## config.mk

```make
export PLATFORM = sky130hd
export DESIGN_NAME = pgm_header_parser_unit_flat
export DESIGN_NICKNAME = d
export VERILOG_FILES = /design/src/sv/pgmhp_pkg.sv /design/src/sv/pgmhp_stream_if.sv /design/src/sv/pgmhp_result_if.sv /design/src/sv/pgm_header_parser_unit.sv /design/src/sv/pgmhp_skid.sv /design/src/flat_wrapper.sv
export SDC_FILE = /design/constraint.sdc
export NUM_CORES = 1
export LEC_CHECK = 0
export BUFFER_PORTS_ARGS = -buffer_cell sky130_fd_sc_hd__buf_2
export CAP_MARGIN = 20
export CORE_MARGIN = 4
export CORE_UTILIZATION = 50
export CTS_BUF_LIST = sky130_fd_sc_hd__clkbuf_8 sky130_fd_sc_hd__clkbuf_16
export CTS_CLUSTER_DIAMETER = 30
export DETAILED_ROUTE_END_ITERATION = 8
export GPL_TIMING_DRIVEN = 0
export PLACE_DENSITY = 0.66
export SLEW_MARGIN = 20
export SYNTH_ARGS = -nofsm -noshare
export SYNTH_HDL_FRONTEND = slang
export SYNTH_HIERARCHICAL = 1
export SYNTH_SLANG_ARGS = --single-unit
```

## constraint.sdc

```tcl
create_clock -name clk -period 8.9 [get_ports clk]
set_input_delay 0.89 -clock clk [delete_from_list [all_inputs] [get_ports clk]]
set_output_delay 0.89 -clock clk [all_outputs]
set_load 0.1 [all_outputs]
```

## src/sv/pgmhp_pkg.sv

```systemverilog
// Shared types and constants of the PGM header parser.
`default_nettype none
package pgmhp_pkg;

	// Width of the dimension fields on the result channel.
	localparam int DIM_OUT_W = 16;

	// Bytes the header grammar looks for.
	localparam logic [7:0] BYTE_P     = 8'h50;
	localparam logic [7:0] BYTE_FIVE  = 8'h35;
	localparam logic [7:0] BYTE_HASH  = 8'h23;
	localparam logic [7:0] BYTE_LF    = 8'h0A;
	localparam logic [7:0] BYTE_SPACE = 8'h20;
	localparam logic [7:0] BYTE_TAB   = 8'h09;
	localparam logic [7:0] BYTE_NUL   = 8'h00;
	localparam logic [7:0] BYTE_ZERO  = 8'h30;
	localparam logic [7:0] BYTE_NINE  = 8'h39;

	// The only maxval the parser accepts.
	localparam logic [8:0] MAXVAL_OK  = 9'd255;
	localparam logic [8:0] MAXVAL_SAT = 9'd511;

	typedef enum logic [1:0] {
		KIND_HEADER  = 2'd0,
		KIND_PIXEL   = 2'd1,
		KIND_IGNORED = 2'd2
	} kind_t;

	typedef enum logic [1:0] {
		ST_OK         = 2'd0,
		ST_HEADER_ERR = 2'd1,
		ST_MAXVAL_ERR = 2'd2,
		ST_OVERFLOW   = 2'd3
	} status_t;

	typedef struct packed {
		kind_t                  kind;
		logic [7:0]             pixel_value;
		logic                   pixel_last;
		logic [DIM_OUT_W-1:0]   image_width;
		logic [DIM_OUT_W-1:0]   image_height;
		logic                   header_done;
		status_t                status;
	} result_t;

endpackage
`default_nettype wire

```

## src/sv/pgmhp_stream_if.sv

```systemverilog
// Input channel of the PGM header parser: one file byte per request.
`default_nettype none
interface pgmhp_stream_if;
	logic       valid;
	logic       ready;
	logic [7:0] stream_byte;
	logic       file_start;

	modport source (output valid, output stream_byte, output file_start, input ready);
	modport sink   (input valid, input stream_byte, input file_start, output ready);
endinterface
`default_nettype wire

```

## src/sv/pgmhp_result_if.sv

```systemverilog
// Result channel of the PGM header parser: one result per input request.
`default_nettype none
interface pgmhp_result_if;
	import pgmhp_pkg::*;

	logic                 valid;
	logic                 ready;
	logic [1:0]           kind;
	logic [7:0]           pixel_value;
	logic                 pixel_last;
	logic [DIM_OUT_W-1:0] image_width;
	logic [DIM_OUT_W-1:0] image_height;
	logic                 header_done;
	logic [1:0]           status;

	modport source (output valid, output kind, output pixel_value, output pixel_last,
		output image_width, output image_height, output header_done, output status,
		input ready);
	modport sink   (input valid, input kind, input pixel_value, input pixel_last,
		input image_width, input image_height, input header_done, input status,
		output ready);
endinterface
`default_nettype wire

```

## src/sv/pgm_header_parser_unit.sv

```systemverilog
// Top level of the streaming binary PGM (P5) header parser.
// This unit takes a binary PGM file one byte per request on the stream channel
// and returns exactly one result per request on the result channel. It checks
// the magic "P5" plus line feed, skips comments that open with '#' at a line
// start, and collects decimal width, height and maxval, each ended by a space,
// line feed, tab or NUL. Once a maxval of 255 is seen it passes width*height
// pixel bytes through and flags the last one. Errors are sticky and reported
// in status until a request with file_start set restarts the parser. Every
// byte is handled by the decode logic between the parser state registers and
// the result register, so a new request is taken in every cycle unless the
// skid register is full, and its result goes to the result register or, while
// that holds a waiting result, the skid register. This two-entry output buffer
// keeps the input open for one more request while a result waits. The pixel
// count comes from a registered width*height product settled before maxval ends.
`default_nettype none
module pgm_header_parser_unit #(
	parameter int DIM_BITS = 16
) (
	input  wire logic        clk,
	input  wire logic        arst_n,
	pgmhp_stream_if.sink     stream,
	pgmhp_result_if.source   result
);
	import pgmhp_pkg::*;

	localparam int ACC_W  = DIM_BITS + 4;
	localparam int PROD_W = 2 * DIM_BITS;

	typedef enum logic [3:0] {
		PH_MAG0, PH_MAG1, PH_MAG2, PH_WIDTH, PH_HEIGHT, PH_MAXVAL,
		PH_DATA, PH_DONE, PH_ERROR
	} phase_t;

	// Parser state.
	phase_t              phase_q;
	logic                line_start_q;
	logic                comment_q;
	logic [DIM_BITS-1:0] width_q;
	logic [DIM_BITS-1:0] height_q;
	logic [8:0]          maxval_q;
	logic [PROD_W-1:0]   pixels_q;
	status_t             status_q;
	logic [PROD_W-1:0]   prod_q;

	// State as seen by the current byte: a restart request acts as a reset.
	phase_t              cur_phase;
	logic                cur_line_start;
	logic                cur_comment;
	logic [DIM_BITS-1:0] cur_width;
	logic [DIM_BITS-1:0] cur_height;
	logic [8:0]          cur_maxval;
	logic [PROD_W-1:0]   cur_pixels;
	status_t             cur_status;

	phase_t              nxt_phase;
	logic                nxt_line_start;
	logic                nxt_comment;
	logic [DIM_BITS-1:0] nxt_width;
	logic [DIM_BITS-1:0] nxt_height;
	logic [8:0]          nxt_maxval;
	logic [PROD_W-1:0]   nxt_pixels;
	status_t             nxt_status;

	logic [7:0]          b;
	logic                is_sep;
	logic                is_digit;
	logic [3:0]          digit;
	logic [DIM_BITS-1:0] dim_sel;
	logic [ACC_W-1:0]    dim_next;
	logic                dim_ovf;
	logic [12:0]         mv_next;
	logic                accept;
	logic                hash_skip;
	result_t             res;
	result_t             res_out;

	assign accept = stream.valid && stream.ready;
	assign b      = stream.stream_byte;

	assign cur_phase      = stream.file_start ? PH_MAG0 : phase_q;
	assign cur_line_start = stream.file_start ? 1'b0 : line_start_q;
	assign cur_comment    = stream.file_start ? 1'b0 : comment_q;
	assign cur_width      = stream.file_start ? '0 : width_q;
	assign cur_height     = stream.file_start ? '0 : height_q;
	assign cur_maxval     = stream.file_start ? '0 : maxval_q;
	assign cur_pixels     = stream.file_start ? '0 : pixels_q;
	assign cur_status     = stream.file_start ? ST_OK : status_q;

	assign is_sep   = (b == BYTE_SPACE) || (b == BYTE_LF) || (b == BYTE_TAB) ||
		(b == BYTE_NUL);
	assign is_digit = (b >= BYTE_ZERO) && (b <= BYTE_NINE);
	assign digit    = b[3:0];

	// Decimal accumulate: acc*10 + digit as two shifts and two adds.
	assign dim_sel  = (cur_phase == PH_WIDTH) ? cur_width : cur_height;
	assign dim_next = (ACC_W'(dim_sel) << 3) + (ACC_W'(dim_sel) << 1) + ACC_W'(digit);
	assign dim_ovf  = |dim_next[ACC_W-1:DIM_BITS];
	assign mv_next  = (13'(cur_maxval) << 3) + (13'(cur_maxval) << 1) + 13'(digit);

	always_comb begin
		nxt_phase      = cur_phase;
		nxt_line_start = cur_line_start;
		nxt_comment    = cur_comment;
		nxt_width      = cur_width;
		nxt_height     = cur_height;
		nxt_maxval     = cur_maxval;
		nxt_pixels     = cur_pixels;
		nxt_status     = cur_status;
		hash_skip      = 1'b0;
		res.kind        = KIND_HEADER;
		res.pixel_value = 8'd0;
		res.pixel_last  = 1'b0;
		case (cur_phase)
			PH_MAG0: begin
				if (b == BYTE_P) begin
					nxt_phase = PH_MAG1;
				end else begin
					nxt_phase  = PH_ERROR;
					nxt_status = ST_HEADER_ERR;
				end
			end
			PH_MAG1: begin
				if (b == BYTE_FIVE) begin
					nxt_phase = PH_MAG2;
				end else begin
					nxt_phase  = PH_ERROR;
					nxt_status = ST_HEADER_ERR;
				end
			end
			PH_MAG2: begin
				if (b == BYTE_LF) begin
					nxt_phase      = PH_WIDTH;
					nxt_line_start = 1'b1;
				end else begin
					nxt_phase  = PH_ERROR;
					nxt_status = ST_HEADER_ERR;
				end
			end
			PH_WIDTH, PH_HEIGHT, PH_MAXVAL: begin
				// A '#' only opens a comment right at a line start.
				if (cur_line_start) begin
					nxt_line_start = 1'b0;
					if (b == BYTE_HASH) begin
						nxt_comment = 1'b1;
						hash_skip   = 1'b1;
					end
				end
				if (hash_skip) begin
					nxt_comment = 1'b1;
				end else if (cur_comment) begin
					if (b == BYTE_LF) begin
						nxt_comment    = 1'b0;
						nxt_line_start = 1'b1;
					end
				end else if (is_sep) begin
					if (cur_phase == PH_WIDTH) begin
						nxt_phase = PH_HEIGHT;
					end else if (cur_phase == PH_HEIGHT) begin
						nxt_phase = PH_MAXVAL;
					end else if (cur_maxval != MAXVAL_OK) begin
						nxt_phase  = PH_ERROR;
						nxt_status = ST_MAXVAL_ERR;
					end else begin
						nxt_pixels = prod_q;
						nxt_phase  = (prod_q != '0) ? PH_DATA : PH_DONE;
					end
				end else if (!is_digit) begin
					nxt_phase  = PH_ERROR;
					nxt_status = ST_HEADER_ERR;
				end else if (cur_phase == PH_MAXVAL) begin
					nxt_maxval = (mv_next > 13'(MAXVAL_SAT)) ? MAXVAL_SAT : mv_next[8:0];
				end else if (dim_ovf) begin
					nxt_phase  = PH_ERROR;
					nxt_status = ST_OVERFLOW;
				end else if (cur_phase == PH_WIDTH) begin
					nxt_width = dim_next[DIM_BITS-1:0];
				end else begin
					nxt_height = dim_next[DIM_BITS-1:0];
				end
			end
			PH_DATA: begin
				res.kind        = KIND_PIXEL;
				res.pixel_value = b;
				nxt_pixels      = cur_pixels - PROD_W'(1);
				if (cur_pixels == PROD_W'(1)) begin
					res.pixel_last = 1'b1;
					nxt_phase      = PH_DONE;
				end
			end
			default: begin
				res.kind = KIND_IGNORED;
			end
		endcase
		res.image_width  = DIM_OUT_W'(nxt_width);
		res.image_height = DIM_OUT_W'(nxt_height);
		res.header_done  = (nxt_phase == PH_DATA) || (nxt_phase == PH_DONE);
		res.status       = nxt_status;
	end

	always_ff @(posedge clk or negedge arst_n) begin
		if (!arst_n) begin
			phase_q      <= PH_MAG0;
			line_start_q <= 1'b0;
			comment_q    <= 1'b0;
			width_q      <= '0;
			height_q     <= '0;
			maxval_q     <= '0;
			pixels_q     <= '0;
			status_q     <= ST_OK;
		end else if (accept) begin
			phase_q      <= nxt_phase;
			line_start_q <= nxt_line_start;
			comment_q    <= nxt_comment;
			width_q      <= nxt_width;
			height_q     <= nxt_height;
			maxval_q     <= nxt_maxval;
			pixels_q     <= nxt_pixels;
			status_q     <= nxt_status;
		end
	end

	// The product is registered from the stored dimensions. At least a
	// separator, three maxval digits and another separator lie between the
	// last dimension digit and the point where the product is loaded.
	always_ff @(posedge clk) begin
		prod_q <= PROD_W'(width_q) * PROD_W'(height_q);
	end

	pgmhp_skid u_skid (
		.clk       (clk),
		.arst_n    (arst_n),
		.in_valid  (stream.valid),
		.in_ready  (stream.ready),
		.in_data   (res),
		.out_valid (result.valid),
		.out_ready (result.ready),
		.out_data  (res_out)
	);

	assign result.kind         = res_out.kind;
	assign result.pixel_value  = res_out.pixel_value;
	assign result.pixel_last   = res_out.pixel_last;
	assign result.image_width  = res_out.image_width;
	assign result.image_height = res_out.image_height;
	assign result.header_done  = res_out.header_done;
	assign result.status       = res_out.status;

	// The error phase is only ever entered together with a nonzero status.
	a_error_has_status: assert property (@(posedge clk) disable iff (!arst_n)
		(phase_q == PH_ERROR) |-> (status_q != ST_OK))
		else $error("error phase with ok status");

	// The data phase always has at least one pixel request still to come.
	a_data_has_pixels: assert property (@(posedge clk) disable iff (!arst_n)
		(phase_q == PH_DATA) |-> (pixels_q != '0))
		else $error("data phase with no pixels left");

	// The input only closes when both output entries hold a result.
	a_stall_means_full: assert property (@(posedge clk) disable iff (!arst_n)
		!stream.ready |-> result.valid)
		else $error("input stalled with empty output buffer");

	// Entering the data phase always loads a nonzero pixel count.
	a_data_entry: assert property (@(posedge clk) disable iff (!arst_n)
		(accept && (cur_phase != PH_DATA) && (nxt_phase == PH_DATA)) |=>
		(pixels_q != '0))
		else $error("data phase entered with zero pixel count");
endmodule
`default_nettype wire

```

## src/sv/pgmhp_skid.sv

```systemverilog
// Two-entry output buffer: result register plus a skid register.
`default_nettype none
module pgmhp_skid (
	input  wire logic              clk,
	input  wire logic              arst_n,
	input  wire logic              in_valid,
	output logic                   in_ready,
	input  pgmhp_pkg::result_t     in_data,
	output logic                   out_valid,
	input  wire logic              out_ready,
	output pgmhp_pkg::result_t     out_data
);
	import pgmhp_pkg::*;

	logic    main_valid_q;
	logic    skid_valid_q;
	result_t main_q;
	result_t skid_q;
	logic    push;
	logic    main_free;

	assign in_ready  = !skid_valid_q;
	assign push      = in_valid && in_ready;
	assign main_free = !main_valid_q || out_ready;
	assign out_valid = main_valid_q;
	assign out_data  = main_q;

	always_ff @(posedge clk or negedge arst_n) begin
		if (!arst_n) begin
			main_valid_q <= 1'b0;
			skid_valid_q <= 1'b0;
		end else if (main_free) begin
			// The skid entry is older than anything arriving, and while it is
			// full nothing can arrive.
			main_valid_q <= skid_valid_q || push;
			skid_valid_q <= 1'b0;
		end else if (push) begin
			skid_valid_q <= 1'b1;
		end
	end

	always_ff @(posedge clk) begin
		if (main_free) begin
			main_q <= skid_valid_q ? skid_q : in_data;
		end else if (push) begin
			skid_q <= in_data;
		end
	end
endmodule
`default_nettype wire

```

## src/flat_wrapper.sv

```systemverilog
// flat-port wrapper written by rule: the top's interface ports become plain ports
module pgm_header_parser_unit_flat import pgmhp_pkg::*;
#(
	parameter int DIM_BITS = 16
)
  (clk, arst_n, stream_valid, stream_stream_byte, stream_file_start, stream_ready, result_valid, result_kind, result_pixel_value, result_pixel_last, result_image_width, result_image_height, result_header_done, result_status, result_ready);
  pgmhp_stream_if stream_i ();
  pgmhp_result_if result_i ();
  input  wire logic clk;
  input  wire logic arst_n;
  input wire logic [$bits(stream_i.valid)-1:0] stream_valid;
  input wire logic [$bits(stream_i.stream_byte)-1:0] stream_stream_byte;
  input wire logic [$bits(stream_i.file_start)-1:0] stream_file_start;
  output wire logic [$bits(stream_i.ready)-1:0] stream_ready;
  output wire logic [$bits(result_i.valid)-1:0] result_valid;
  output wire logic [$bits(result_i.kind)-1:0] result_kind;
  output wire logic [$bits(result_i.pixel_value)-1:0] result_pixel_value;
  output wire logic [$bits(result_i.pixel_last)-1:0] result_pixel_last;
  output wire logic [$bits(result_i.image_width)-1:0] result_image_width;
  output wire logic [$bits(result_i.image_height)-1:0] result_image_height;
  output wire logic [$bits(result_i.header_done)-1:0] result_header_done;
  output wire logic [$bits(result_i.status)-1:0] result_status;
  input wire logic [$bits(result_i.ready)-1:0] result_ready;
  assign stream_i.valid = stream_valid;
  assign stream_i.stream_byte = stream_stream_byte;
  assign stream_i.file_start = stream_file_start;
  assign stream_ready = stream_i.ready;
  assign result_valid = result_i.valid;
  assign result_kind = result_i.kind;
  assign result_pixel_value = result_i.pixel_value;
  assign result_pixel_last = result_i.pixel_last;
  assign result_image_width = result_i.image_width;
  assign result_image_height = result_i.image_height;
  assign result_header_done = result_i.header_done;
  assign result_status = result_i.status;
  assign result_i.ready = result_ready;
  pgm_header_parser_unit #(.DIM_BITS(DIM_BITS)) u_core (.clk(clk), .arst_n(arst_n), .stream(stream_i), .result(result_i));
endmodule
```

; ---- Yosys cells after proc, flatten, opt, wreduce, memory -nomap -nowiden
; Index checks and enable logic that the tools add are counted.
[classes]
n_addsub = 5
multipliers = 1
n_lt_le_gt_ge = 3
eq_ne = 16
muxes = 87
bitwise_logic = 1
n_reduce_logical = 18
[ops]
columns = operator, count
row1 = 16-bit two-way mux, 19
row2 = 32-bit two-way mux, 7
row3 = 9-bit two-way mux, 9
row4 = 32-bit one-hot mux with 2 select lines, 1
row5 = 4-bit two-way mux, 14
row6 = 46-bit two-way mux, 1
row7 = 32-bit by 1-bit equality test with 1-bit output (second input constant), 1
row8 = 16-bit by 16-bit multiplier with 32-bit output, 1
row9 = 32-bit nonzero test, 1
row10 = 32-bit by 1-bit subtractor with 32-bit output (second input constant), 1
row11 = 2-bit two-way mux, 13
row12 = 8-bit by 6-bit equality test with 1-bit output (second input constant), 3
row13 = 19-bit by 17-bit adder with 20-bit output, 1
row14 = 20-bit by 4-bit adder with 20-bit output, 1
row15 = 4-bit by 3-bit equality test with 1-bit output (second input constant), 5
row16 = 4-bit one-hot mux with 5 select lines, 1
row17 = 1-bit two-way mux, 19
row18 = 8-bit by 4-bit equality test with 1-bit output (second input constant), 2
row19 = 12-bit by 10-bit adder with 13-bit output, 1
row20 = 13-bit by 4-bit adder with 13-bit output, 1
row21 = 13-bit by 9-bit > comparator with 1-bit output (second input constant), 1
row22 = 9-bit by 8-bit != test with 1-bit output (second input constant), 1
row23 = 4-bit by 2-bit equality test with 1-bit output (second input constant), 2
row24 = 8-bit by 7-bit equality test with 1-bit output (second input constant), 1
row25 = 17 further kinds, 24
[word_totals]
regBits = 207
output_inout_bits = 48

; ---- Logic depth before layout (Yosys ltp)
; Gate-level depths: netlist of the first run.
[depth]
word_depth = 16
ltp_mapped = 25
ltp_nobuf = 23

; ---- By module
; Netlist of the first run, hierarchy kept.
[modules_own_cells]
columns = mod, n_inst, cells_per_inst, area_each_um2, seq_area_each_um2
row1 = pgm_header_parser_unit, 1, 2038, 16739.8, 2667.6
row2 = pgmhp_skid, 1, 151, 3430.8, 2812.7

; ---- Worst setup path after synthesis of the first run
; No wires, ideal clock.
[synth_path]
path_kind = register to register
from = register u_core.width_q[12]
to = register u_core.prod_q[30]
setup_ns = 0.123
arrival_time_ns = 6.289
path_slack_ns = 2.488
path_stages_with_launch = 26
synth_period_minus_slack_ns = 6.412
path_cell_list = dfrtp_1 clkbuf_1 clkbuf_1 nand2_1 fa_1 inv_1 fa_1 inv_1 fa_1 inv_1 fa_1 inv_1 fa_1 inv_1 fa_1 ha_1 clkbuf_1 a21oi_1 o21ai_1 a31oi_1 a31oi_1 o41ai_2 nor3_1 a2111oi_1 a21oi_1 xor2_1
[synth_via]
elab_chain_len = 1
[synth_lines]
columns = item, line_no
row1 = start: declaration, pgm_header_parser_unit.sv:38  ; logic [DIM_BITS-1:0] width_q;
row2 = start signal: assignment, pgm_header_parser_unit.sv:214  ; width_q <= nxt_width;
row3 = 16-bit by 16-bit multiplier with 32-bit output, pgm_header_parser_unit.sv:226  ; prod_q <= PROD_W'(width_q) * PROD_W'(height_q);
row4 = end signal: assignment, pgm_header_parser_unit.sv:226
row5 = end: declaration, pgm_header_parser_unit.sv:43  ; logic [PROD_W-1:0] prod_q;
; Every way passes these cells.
; A chain may end at the register's enable or synchronous reset.

; ---- Final worst setup path of the first run
[layout_path]
from = input port stream_file_start
to = register u_core.u_skid.main_q (netlist bit u_core/u_skid/out_data[10]), data pin
[layout_via]
elab_chain_len = 14
[layout_lines]
columns = item, line_no
row1 = start: declaration, flat_wrapper.sv:13  ; input wire logic [$bits(stream_i.file_start)-1:0] stream_file_start;
row2 = 4-bit two-way mux, pgm_header_parser_unit.sv:80  ; assign cur_phase = stream.file_start ? PH_MAG0 : phase_q;
row3 = 4-bit by 2-bit equality test with 1-bit output, "pgm_header_parser_unit.sv:95, pgm_header_parser_unit.sv:113, pgm_header_parser_unit.sv:175"
row4 = 16-bit two-way mux, pgm_header_parser_unit.sv:95  ; assign dim_sel = (cur_phase == PH_WIDTH) ? cur_width : cur_height;
row5 = 19-bit by 17-bit adder with 20-bit output, pgm_header_parser_unit.sv:96  ; assign dim_next = (ACC_W'(dim_sel) << 3) + (ACC_W'(dim_sel) << 1) + ACC_W'(digit);
row6 = 20-bit by 4-bit adder with 20-bit output, pgm_header_parser_unit.sv:96
row7 = 4-bit OR reduction or 16-bit two-way mux (tied branches), "pgm_header_parser_unit.sv:97, pgm_header_parser_unit.sv:175"
row8 = 16-bit two-way mux, pgm_header_parser_unit.sv:172  ; end else if (dim_ovf) begin
row9 = 16-bit two-way mux, pgm_header_parser_unit.sv:170  ; end else if (cur_phase == PH_MAXVAL) begin
row10 = 16-bit two-way mux, pgm_header_parser_unit.sv:167  ; end else if (!is_digit) begin
row11 = 16-bit two-way mux, pgm_header_parser_unit.sv:155  ; end else if (is_sep) begin
row12 = 16-bit two-way mux, pgm_header_parser_unit.sv:150  ; end else if (cur_comment) begin
row13 = 16-bit two-way mux, pgm_header_parser_unit.sv:148  ; if (hash_skip) begin
row14 = 16-bit two-way mux (*), pgm_header_parser_unit.sv:113  ; case (cur_phase)
row15 = via u_core.nxt_height[7], pgm_header_parser_unit.sv:59  ; logic [DIM_BITS-1:0] nxt_height;
row16 = 46-bit two-way mux (*), pgmhp_skid.sv:44  ; main_q <= skid_valid_q ? skid_q : in_data;
row17 = end signal: assignment, pgmhp_skid.sv:44
row18 = end: declaration, pgmhp_skid.sv:17  ; result_t main_q;
; The timed path passes the listed nets; every way through them passes the cells marked *. The select of a mux whose other input is x is not followed.

==> run_results.csv, run 1 <==
group,metric,value,unit
die,io_pins,61,
placed_design,dp_hpwl,48.2,mm
power_and_ir_drop,vdd_drop_max,126,uV
yosys,synthArstFlopShare,0.401,
power_and_ir_drop,total_power,3.42,mW
yosys,yosys_warnings,6,
die,core_area,39800,sq um
clocking,cts_sinks,207,
grt,grt_pass1_wl,99.3,mm
finish,instances_no_fill,2875,
yosys,synth_seq_area_share,0.272,
finish,drive_gt1_frac,0.113,
grt,antenna_found_initial,1,
die,die_area,43600,sq um
route,first_pass_iters,5,
sta,worst_slew_pin_slew,1.05,ns
clocking,cts_tree,"built",
route,wl_per_cell,22.0,um
finish,syn2layout_area_growth,14.6,%
clocking,cts_max_level,2,
grt,top_usage_layer,"met2",
yosys,postSynthCellCount,2189,
clocking,hold_buffers,0,
placed_design,placed_cell_area,21200,sq um
sta,layout_worst_path_cycle_share,0.901,
power_and_ir_drop,p_per_area,148,nW/um^2
worst_setup_path,timing.rr.end,"u_core/prod_q[30]",
sta,setup_ws,0.881,ns
worst_setup_path,crit_path_start_kind,"input port",
placed_design,dp.cells,2779,
worst_setup_path,crit_top_cell,"clkbuf_1",
worst_setup_path,critPathMaxFanout,10,
route,drtIter0Drc,1597,
worst_setup_path,path_buf_inv,8,
sta,maxSlewHeadroom,0.297,
sta,hold_viol_final,0,
route,via_per_inst,5.96,
worst_setup_path,crit_type,"input port to register",
worst_setup_path,timing.rr.start,"u_core/width_q[10]",
worst_setup_path,cp-end-kind,"register",
worst_setup_path,rr_worst_depth,21,
clocking,cts_buffer_depth,3,
finish,antenna_cells,0,
sta,setup_viol,0,
worst_setup_path,cp.arrival,8.33,ns
worst_setup_path,cpLargestDelayFamily,"buffers and inverters",
worst_setup_path,cp_cell_sequence,"buf_2 -> buf_4 -> buf_1 -> clkbuf_1 -> clkbuf_1 -> clkbuf_1 -> a21oi_1 -> ha_1 -> ha_1 -> inv_1 -> fa_1 -> nand2b_1 -> a21oi_2 -> o211ai_2 -> o211ai_2 -> a41oi_2 -> mux2i_1 -> nand3_1 -> nor2_1 -> clkbuf_1 -> a22oi_1 -> mux2_2",
sta,clock_skew,0.0149,ns
yosys,synth_edf_count,92,
grt,grt_overflow,0,
sta,holdWs,0.215,ns
die,fp.dieW,209,um
clocking,clkLatencyLatePin,0.57,ns
outcome,outcome,"completed",
worst_setup_path,rrSetupSlack,1.07,ns
finish,fin_area,23100,sq um
grt,grt_pass1_vias,17573,
yosys,syn_area,20200,sq um
route,drc_errors,0,
route,num_vias,17122,
worst_setup_path,cp_slowest_stage_delay,0.85,ns
yosys,syn_nets,2554,
yosys,synthFlopType,"edfxtp_1",
die,die_h,209,um
route,wl,63.2,mm
worst_setup_path,crit_slowest_cell,"clkbuf_1",
finish,fin_util,0.580,
min_path,min_path_type,"input port to asynchronous set/reset pin",
sta,clock.fmax,0.125,GHz
yosys,postSynthAreaPerCell,9.21,sq um
yosys,synth-seq-cells,207,
flow_run,cap_violations,0,
grt,use_met3,0.0655,
die,rows,73,
sta,fin_setup_tns,0,ns
clocking,cts_buffers,51,
yosys,synth_cell_types,91,
grt,grtUsageTotal,0.289,
route,antenna_left,0,
grt,met1_usage,0.375,
clocking,cts_setup_buffers,0,
placed_design,gp_congestion,0.950,
placed_design,dp_slack,0.506,ns
sta,period_needed,8.02,ns
grt,grt_max_degree,56,
power_and_ir_drop,p_leak,10.6,nW
placed_design,portBuffers,59,
grt,grt_util_met2,0.467,
die,initial_core_util,0.507,
clocking,clk_pin_slew,0.05,ns
worst_setup_path,critPathRequiredTime,9.21,ns
clocking,cts_root_buffer,"clkbuf_16",
sta,rsz0062_at_grt,"false",
finish,nNetsFinal,2672,
clocking,cts_resized,0,
sta,slew_violations,0,
==> cells in the final DEF, fill, tap and decap left out, types with 55 or more instances in the layout <==
cell type  netlist  routed
nand2_1        319     319
inv_1          263     264
fa_1           198     198
ha_1           154     154
and2_1         113     113
a21oi_1        112     112
clkbuf_1        97      97
o21ai_0         93      93
nor2_1          92      92
edfxtp_1        92      92
dfrtp_1         83      83
buf_2           11      69
clkbuf_16        0      55
==> cells by family after synthesis <==
family | count (synthesis) | share of synthesized area
xor+xnor | 48 | 0.0208
simple gates | 701 | 0.167
compound gates | 440 | 0.143
buf+inv | 393 | 0.0772
flops | 207 | 0.272
mux | 48 | 0.0282
fa+ha+maj | 352 | 0.292
==> worst max path at each step <==
stage	startpoint	to	slack, ns	depth (start not counted)
global placement	stream_file_start	u_core/u_skid/out_data[15]	0.58	22
floorplan	u_core/width_q[12]	u_core/prod_q[30]	2.49	25
CTS	stream_file_start	u_core/u_skid/out_data[10]	1.06	22
global route	stream_file_start	u_core/u_skid/out_data[10]	0.66	22
detailed placement	stream_file_start	u_core/u_skid/out_data[15]	0.51	22
finish	stream_file_start	u_core/u_skid/out_data[10]	0.88	22
==> routing by layer <==
metal,up-vias,wire length [um],part of all wire
li1,7645,-,-
met1,8437,25200,0.40
met2,850,29400,0.47
met3,190,5860,0.093
met4,0,2760,0.044
met5,-,0,0
==> cells in the mapped netlist (all sizes together), types with 13 or more instances <==
library cell / instances / share of area
o21a: 13 / 0.0048
xnor2: 34 / 0.015
a21o: 26 / 0.0097
fa: 198 / 0.20
a22o: 22 / 0.0096
dfrtp: 83 / 0.10
a21oi: 114 / 0.029
a31oi: 31 / 0.0096
buf: 32 / 0.010
a211oi: 13 / 0.0053
ha: 154 / 0.096
nor3: 41 / 0.010
xor2: 14 / 0.0061
inv: 264 / 0.049
dfxtp: 32 / 0.032
nand2b: 15 / 0.0050
nand3: 20 / 0.0050
clkbuf: 97 / 0.018
nor2: 95 / 0.019
a22oi: 14 / 0.0052
nand2: 320 / 0.060
o21ai: 114 / 0.028
and2: 113 / 0.035
nor4: 19 / 0.0062
nor2b: 21 / 0.0069
edfxtp: 92 / 0.14
mux2: 47 / 0.028
==> worst reg2reg max path, delay by kind of cell (launching register included) <==
family          cells  cell delay (ns)
compound gates      7             1.95
xor+xnor            1             0.17
fa+ha+maj           7             3.44
buf+inv             4             1.55
flops               1             0.31
simple gates        2             0.29
==> report_power, final <==
group	total, mW	leakage [nW]	switching [mW]	internal [mW]
registers	1.05	2.32	0.0169	1.04
logic	0.371	7.36	0.294	0.0768
clock network	1.99	0.899	0.631	1.36
==> layout make-up <==
class                      count  area [sq um]
fill                        3536         16700
sequential                   207          5480
clock buffer                  58          1420
inverter                     264           991
timing repair buffer          65           383
clock inverter                38           463
buffer                       129           566
multi-input combinational   1589         13100
tap                          525           657
==> state kept, by name, indices dropped and copies added (netlist names), 4 cells and up <==
name and cells:
u_core/u_skid/out_data 46, u_core/width_q 16, u_core/maxval_q 9, u_core/u_skid/skid_q 46, u_core/pixels_q 32, u_core/height_q 16, u_core/phase_q 4, u_core/prod_q 32
Note: power is estimated with default switching activity, not from simulation.
==> inputs of run 2 (changes only) <==
--- a/config.mk
+++ b/config.mk
@@ -7,7 +7,7 @@
 export LEC_CHECK = 0
 export BUFFER_PORTS_ARGS = -buffer_cell sky130_fd_sc_hd__buf_2
 export CAP_MARGIN = 20
-export CORE_MARGIN = 4
+export CORE_MARGIN = 1.5
 export CORE_UTILIZATION = 50
 export CTS_BUF_LIST = sky130_fd_sc_hd__clkbuf_8 sky130_fd_sc_hd__clkbuf_16
 export CTS_CLUSTER_DIAMETER = 30
==> run 2 against run 1 <==
  * Combinational power is essentially flat
  * Via count shrank 0.71%
  * Sequential power about the same
  * Clock-buffer cell count fell by 10
  * Wire length fell by 1.0%
  * Register-to-register slack got worse by 0.03 ns
  * Sequential share of layout area up 0.19 points
  * Critical endpoint is now u_core/u_skid/out_data[11]
  * Critical path depth unchanged
  * Highest routed layer unchanged
  * Final area fell by 0.81%
==> run_results.csv, run 2 (synthesized netlist as in run 1, its figures left out) <==
group,metric,value,unit
clocking,clkLatencyLatePin,0.56,ns
worst_setup_path,cp.arrival,8.37,ns
placed_design,dp_hpwl,48.1,mm
worst_setup_path,critPathRequiredTime,9.19,ns
finish,area.sequential,5480,sq um
finish,antenna_cells,0,
sta,setup_viol,0,
placed_design,gp_congestion,0.962,
finish,syn2layout_area_growth,13.6,%
finish,final_common_cell,"nand2_1",
grt,antenna_found_initial,0,
power_and_ir_drop,seqPwrFrac,0.324,
worst_setup_path,cp_slowest_stage_delay,0.80,ns
die,rows,73,
clocking,cts_resized,0,
finish,nNetsFinal,2668,
min_path,min_path_type,"input port to asynchronous set/reset pin",
route,first_pass_iters,6,
route,drc_errors,0,
flow_run,cap_violations,0,
route,num_vias,17000,
worst_setup_path,crit_path_start_kind,"input port",
sta,layout_worst_path_cycle_share,0.907,
clocking,cts_setup_buffers,0,
worst_setup_path,cpLargestDelayFamily,"buffers and inverters",
worst_setup_path,worstSetupEndpoint,"u_core/u_skid/out_data[11]",
worst_setup_path,cp.depth,22,
sta,slew_violations,0,
finish,drive_gt1_frac,0.109,
sta,rsz0062_at_grt,"false",
sta,hold_viol_final,0,
worst_setup_path,cp-end-kind,"register",
worst_setup_path,crit_type,"input port to register",
worst_setup_path,crit_slowest_cell,"clkbuf_1",
sta,maxSlewHeadroom,0.249,
sta,clock_skew,0.0250,ns
worst_setup_path,timing.rr.start,"u_core/width_q[10]",
die,io_pins,61,
worst_setup_path,cp_cell_sequence,"buf_2 -> buf_4 -> buf_1 -> clkbuf_1 -> clkbuf_1 -> clkbuf_1 -> a21oi_1 -> ha_1 -> ha_1 -> inv_1 -> fa_1 -> nand2b_1 -> a21oi_2 -> o211ai_2 -> o211ai_2 -> a41oi_2 -> mux2i_1 -> nand3_1 -> nor2_1 -> clkbuf_1 -> a22oi_1 -> mux2_2",
clocking,cts_buffers,46,
power_and_ir_drop,p_int,2.37,mW
placed_design,portBuffers,59,
power_and_ir_drop,p_clk_frac,0.562,
power_and_ir_drop,vdd_drop_max,136,uV
clocking,cts_tree,"built",
worst_setup_path,critPathMaxFanout,10,
route,drtIter0Drc,1644,
die,core_area,39700,sq um
die,fp.dieW,204,um
die,die_h,204,um
clocking,cts_max_level,2,
power_and_ir_drop,p_leak,10.5,nW
finish,nFillCells,3520,
route,wl_per_cell,21.8,um
worst_setup_path,timing.rr.end,"u_core/prod_q[30]",
clocking,cts_buffer_depth,3,
die,die_area,41600,sq um
sta,period_needed,8.07,ns
clocking,cts_sinks,207,
worst_setup_path,rr_worst_depth,24,
grt,grt_pass1_wl,99.3,mm
route,wl,62.6,mm
power_and_ir_drop,combPwrFrac,0.114,
die,initial_core_util,0.508,
clocking,cts_root_buffer,"clkbuf_16",
worst_setup_path,timing.critical_path.from,"stream_file_start",
finish,layout_common_cells,"nand2_1 (319), inv_1 (268), fa_1 (198)",
sta,clock.fmax,0.124,GHz
clocking,clk_pin_slew,0.05,ns
worst_setup_path,path_buf_inv,8,
grt,grt_pass1_vias,17703,
power_and_ir_drop,p_per_area,142,nW/um^2
finish,multi_input_area,13100,sq um
grt,grt_max_degree,66,
clocking,hold_buffers,0,
sta,worst_slew_pin_slew,1.10,ns
power_and_ir_drop,switching_share,0.271,
worst_setup_path,rrSetupSlack,1.04,ns
outcome,outcome,"completed",
route,via_per_inst,5.93,
worst_setup_path,crit_top_cell,"clkbuf_1",
grt,grt_overflow,0,
sta,fin_setup_tns,0,ns
route,antenna_left,0,
power_and_ir_drop,switchingPower,0.884,mW
grt,grtUsageTotal,0.312,
power_and_ir_drop,total_power,3.26,mW
run 2: changes by cell type in the layout (fill, tap and decap cells not counted), sizes merged:
cell      previous run  this run
clkinvlp            10         6
bufinv               7        10
inv                274       272
clkbuf             155       145
clkinv              11        14
buf                 97        98
run 2: through the flow:
stage               hold WS, ns  cells   util  setup slack, ns  cell area [sq um]
finish                    0.182   2866  0.577            0.828              22900
global route              0.185   2866  0.577            0.585              22900
CTS                       0.169   2866  0.577             1.11              22900
detailed placement        0.497   2780  0.534            0.612              21200
global placement          0.491   2773  0.532            0.632              21100
floorplan                 0.457   2189      -             2.49              20200
run 2: routing by layer:
layer  track usage  vias to the layer above  share of wire  wire length [um]
met5             0                        -              0                 0
met4         0.155                        0          0.048              3000
met3        0.0552                      185          0.080              4990
met2         0.508                      800           0.47             29100
met1         0.400                     8386           0.41             25400
li1              -                     7629              -                 -
run 2: how the worst min path moves through the flow:
stage	startpoint	endpoint	slack, ns	cells past startpoint
global placement	u_core/prod_q[0]	u_core/pixels_q[0]	0.49	2
finish	arst_n	u_core/pixels_q[18]	0.18	1
global route	arst_n	u_core/pixels_q[20]	0.18	1
floorplan	u_core/maxval_q[8]	u_core/maxval_q[8]	0.46	2
detailed placement	u_core/pixels_q[16]	u_core/pixels_q[16]	0.50	2
CTS	arst_n	u_core/pixels_q[20]	0.17	1
run 2: area by class of cell:
class	count	area share
repair buffers	66	0.0170
well taps	525	0.0287
inverters	264	0.0432
clock inverters	38	0.0222
plain buffers	129	0.0247
flip-flops and latches	207	0.239
multi-input cells	1589	0.574
clock buffers	48	0.0514
run 2: power by group through the flow:
stage | clock network [mW] | logic (mW) | registers [mW]
6_report | 1.83 | 0.371 | 1.05
5_1_grt | 1.91 | 0.390 | 1.06
4_1_cts | 1.86 | 0.368 | 1.05
3_5_place_dp | 0 | 0.366 | 1.07
3_3_place_gp | 0 | 0.359 | 1.07
2_1_floorplan | 0 | 0.133 | 1.21
==> inputs of run 3 (changes only) <==
--- a/config.mk
+++ b/config.mk
@@ -5,8 +5,7 @@
 export SDC_FILE = /design/constraint.sdc
 export NUM_CORES = 1
 export LEC_CHECK = 0
-export BUFFER_PORTS_ARGS = -buffer_cell sky130_fd_sc_hd__buf_2
-export CAP_MARGIN = 20
+export BUFFER_PORTS_ARGS = -buffer_cell sky130_fd_sc_hd__clkbuf_2
 export CORE_MARGIN = 1.5
 export CORE_UTILIZATION = 50
 export CTS_BUF_LIST = sky130_fd_sc_hd__clkbuf_8 sky130_fd_sc_hd__clkbuf_16
@@ -17,5 +16,4 @@
 export SLEW_MARGIN = 20
 export SYNTH_ARGS = -nofsm -noshare
 export SYNTH_HDL_FRONTEND = slang
-export SYNTH_HIERARCHICAL = 1
 export SYNTH_SLANG_ARGS = --single-unit
==> run 3 against run 2 <==
  * Final area decreased by 2.4%
  * Via count decreased by 4.9%
  * Combinational power decreased by 16%
  * Power decreased by 5.9%
  * Worst hold slack improved by 0.18 ns
  * Clock power decreased by 7%
  * Global-route usage decreased by 2.7 points
  * Setup slack improved by 0.72 ns
  * Sequential share of layout area increased by 0.58 points
  * Final cell count decreased by 2.9%
  * Utilization decreased by 0.058 points
  * Clock-buffer cell count increased by 7
  * Critical endpoint is now u_core.u_skid.out_data[9]
  * Largest power group unchanged
==> run_results.csv, run 3 <==
group,metric,value,unit
yosys,synth_edf_count,92,
yosys,synth_seq_area_share,0.277,
power_and_ir_drop,p_per_area,137,nW/um^2
sta,worst_slew_pin_slew,0.891,ns
die,fp.dieW,202,um
finish,fin_util,0.576,
sta,setup_viol,0,
finish,final_common_cell,"nand2_1",
worst_setup_path,crit_slowest_cell,"buf_1",
die,die_area,40800,sq um
min_path,min_path_type,"input port to asynchronous set/reset pin",
worst_setup_path,crit_path_start_kind,"input port",
grt,grtUsageTotal,0.284,
yosys,synth-seq-cells,207,
finish,drive_gt1_frac,0.103,
die,io_pins,61,
die,core_area,38800,sq um
outcome,outcome,"completed",
placed_design,portBuffers,60,
grt,grt_pass1_vias,16393,
yosys,syn_nets,2479,
yosys,synthArstFlopShare,0.401,
worst_setup_path,rr_worst_depth,22,
route,drtIter0Drc,1133,
clocking,cts_sinks,207,
route,antenna_left,0,
clocking,clk_pin_slew,0.05,ns
placed_design,dp_hpwl,42.9,mm
clocking,clkLatencyLatePin,0.58,ns
clocking,cts_buffers,48,
grt,grt_max_degree,84,
yosys,yosys-top-cells-count,"nand2_1 (320), inv_1 (255), fa_1 (198)",
sta,holdWs,0.366,ns
flow_run,cap_violations,0,
sta,slew_violations,0,
sta,layout_worst_path_cycle_share,0.826,
route,first_pass_iters,7,
die,rows,72,
die,die_h,202,um
finish,syn2layout_area_growth,13.1,%
sta,maxSlewHeadroom,0.405,
clocking,hold_buffers,0,
worst_setup_path,cp.arrival,7.65,ns
worst_setup_path,cp_slowest_stage_delay,0.59,ns
worst_setup_path,cp_cell_sequence,"clkbuf_2 -> clkbuf_1 -> clkbuf_1 -> clkbuf_1 -> buf_1 -> clkbuf_1 -> a21oi_1 -> fa_1 -> ha_1 -> a211oi_1 -> o211ai_2 -> a41oi_1 -> nand4b_1 -> nand4_1 -> nor3_4 -> buf_6 -> mux2i_1 -> mux2_2",
sta,clock.fmax,0.136,GHz
grt,grt_overflow,0,
power_and_ir_drop,vdd_drop_max,141,uV
yosys,postSynthAreaPerCell,9.35,sq um
route,wl_per_cell,20.2,um
clocking,cts_resized,0,
finish,layout_common_cells,"nand2_1 (320), inv_1 (258), fa_1 (198)",
finish,nNetsFinal,2590,
yosys,synthFlopType,"edfxtp_1",
clocking,cts_setup_buffers,0,
worst_setup_path,cp-end-kind,"register",
yosys,yosys_warnings,0,
yosys,postSynthCellCount,2114,
clocking,cts_tree,"built",
grt,grt_pass1_wl,90.1,mm
worst_setup_path,critPathMaxFanout,10,
route,num_vias,16162,
sta,period_needed,7.35,ns
sta,rsz0062_at_grt,"false",
die,initial_core_util,0.509,
yosys,synth_top_area_share,0.200,
sta,fin_setup_tns,0,ns
yosys,yosys.area.top_type,"fa_1",
clocking,cts_max_level,2,
sta,hold_viol_final,0,
worst_setup_path,critPathRequiredTime,9.20,ns
worst_setup_path,crit_type,"input port to register",
route,via_per_inst,5.81,
route,drc_errors,0,
yosys,synth_area_leaders,"fa_1 (20%), edfxtp_1 (14%), dfrtp_1 (11%)",
worst_setup_path,crit_top_cell,"clkbuf_1",
clocking,cts_buffer_depth,3,
yosys,synth_cell_types,89,
finish,antenna_cells,0,
grt,antenna_found_initial,1,
placed_design,gp_congestion,0.954,
sta,clock_skew,0.0312,ns
clocking,cts_root_buffer,"clkbuf_16",
route,wl,56.1,mm
yosys,syn_area,19800,sq um
power_and_ir_drop,p_leak,10.2,nW
yosys,yosysMostFrequentCell,"nand2_1",
-- run 3: cell count changes after synthesis, moves of 7 or more --
cell       previous run  this run
nor2_1               92        79
inv_1               263       255
o21ai_1              20         6
nor3_1               40        31
a31oi_1              31        13
a22o_1               22         4
mux2i_1               1        26
a21o_1               26        19
o21a_1               13         6
o2bb2ai_1             5        24
o21ai_0              93       104
-- run 3: final timing paths --
kind | from | slack [ns] | endpoint
worst max-delay path | stream_file_start | 1.55 | u_core.u_skid.out_data[9]
worst min-delay path | arst_n | 0.37 | u_core.pixels_q[21]
worst max register to register | u_core.width_q[7] | 1.69 | u_core.prod_q[31]
worst min register to register | u_core.maxval_q[0] | 0.47 | u_core.maxval_q[0]
max in group asynchronous | arst_n | 7.98 | u_core.width_q[9]
min in group clk | u_core.maxval_q[0] | 0.47 | u_core.maxval_q[0]
-- run 3: layout make-up --
type                            instances  area, sq um
Fill cell                            3414        16500
Multi-Input combinational cell       1537        12900
Sequential cell                       207         5480
Clock buffer                           55         1330
Inverter                              256          961
Tap cell                              518          648
Buffer                                114          464
Timing Repair Buffer                   61          329
Clock inverter                         34          270
-- run 3: kinds of logic (layout without fill, tap and decap cells) --
kind of cell,after synthesis,count (layout),share of synthesized area
buffers and inverters,370,520,0.0721
AOI/OAI and AO/OA,383,383,0.125
DFF,207,207,0.277
xor gates and xnor gates,48,48,0.0213
muxes,72,72,0.0399
and+or+nand+nor,682,682,0.167
adders and majority gates,352,352,0.298
-- run 3: report_power, final --
part	internal [mW]	switching [mW]
logic	0.0563	0.254
clock network	1.11	0.594
registers	1.04	0.0131
total	2.20	0.861
-- run 3: per-stage QoR --
stage | setup slack, ns | instance area [sq um] | power [mW] | instances
final | 1.55 | 22400 | 3.07 | 2782
after detailed placement | 1.16 | 20800 | 1.37 | 2693
after floorplan | 2.88 | 19800 | 1.30 | 2114
after global routing | 1.31 | 22400 | 3.15 | 2782
after CTS | 1.66 | 22400 | 3.08 | 2782
after global placement | 1.22 | 20700 | 1.37 | 2692
-- run 3: critical path: cells and delay by family --
kind / cells / cell delay (ns)
compound gates: 4 / 1.13
fa+ha+maj: 2 / 0.85
buf+inv: 7 / 3.24
mux: 2 / 0.48
simple gates: 3 / 1.02
-- run 3: per-layer routing --
metal	global-route usage	wire length [um]
met1	0.376	23600
met2	0.448	25500
met3	0.0666	4660
met4	0.120	2340
met5	0	13
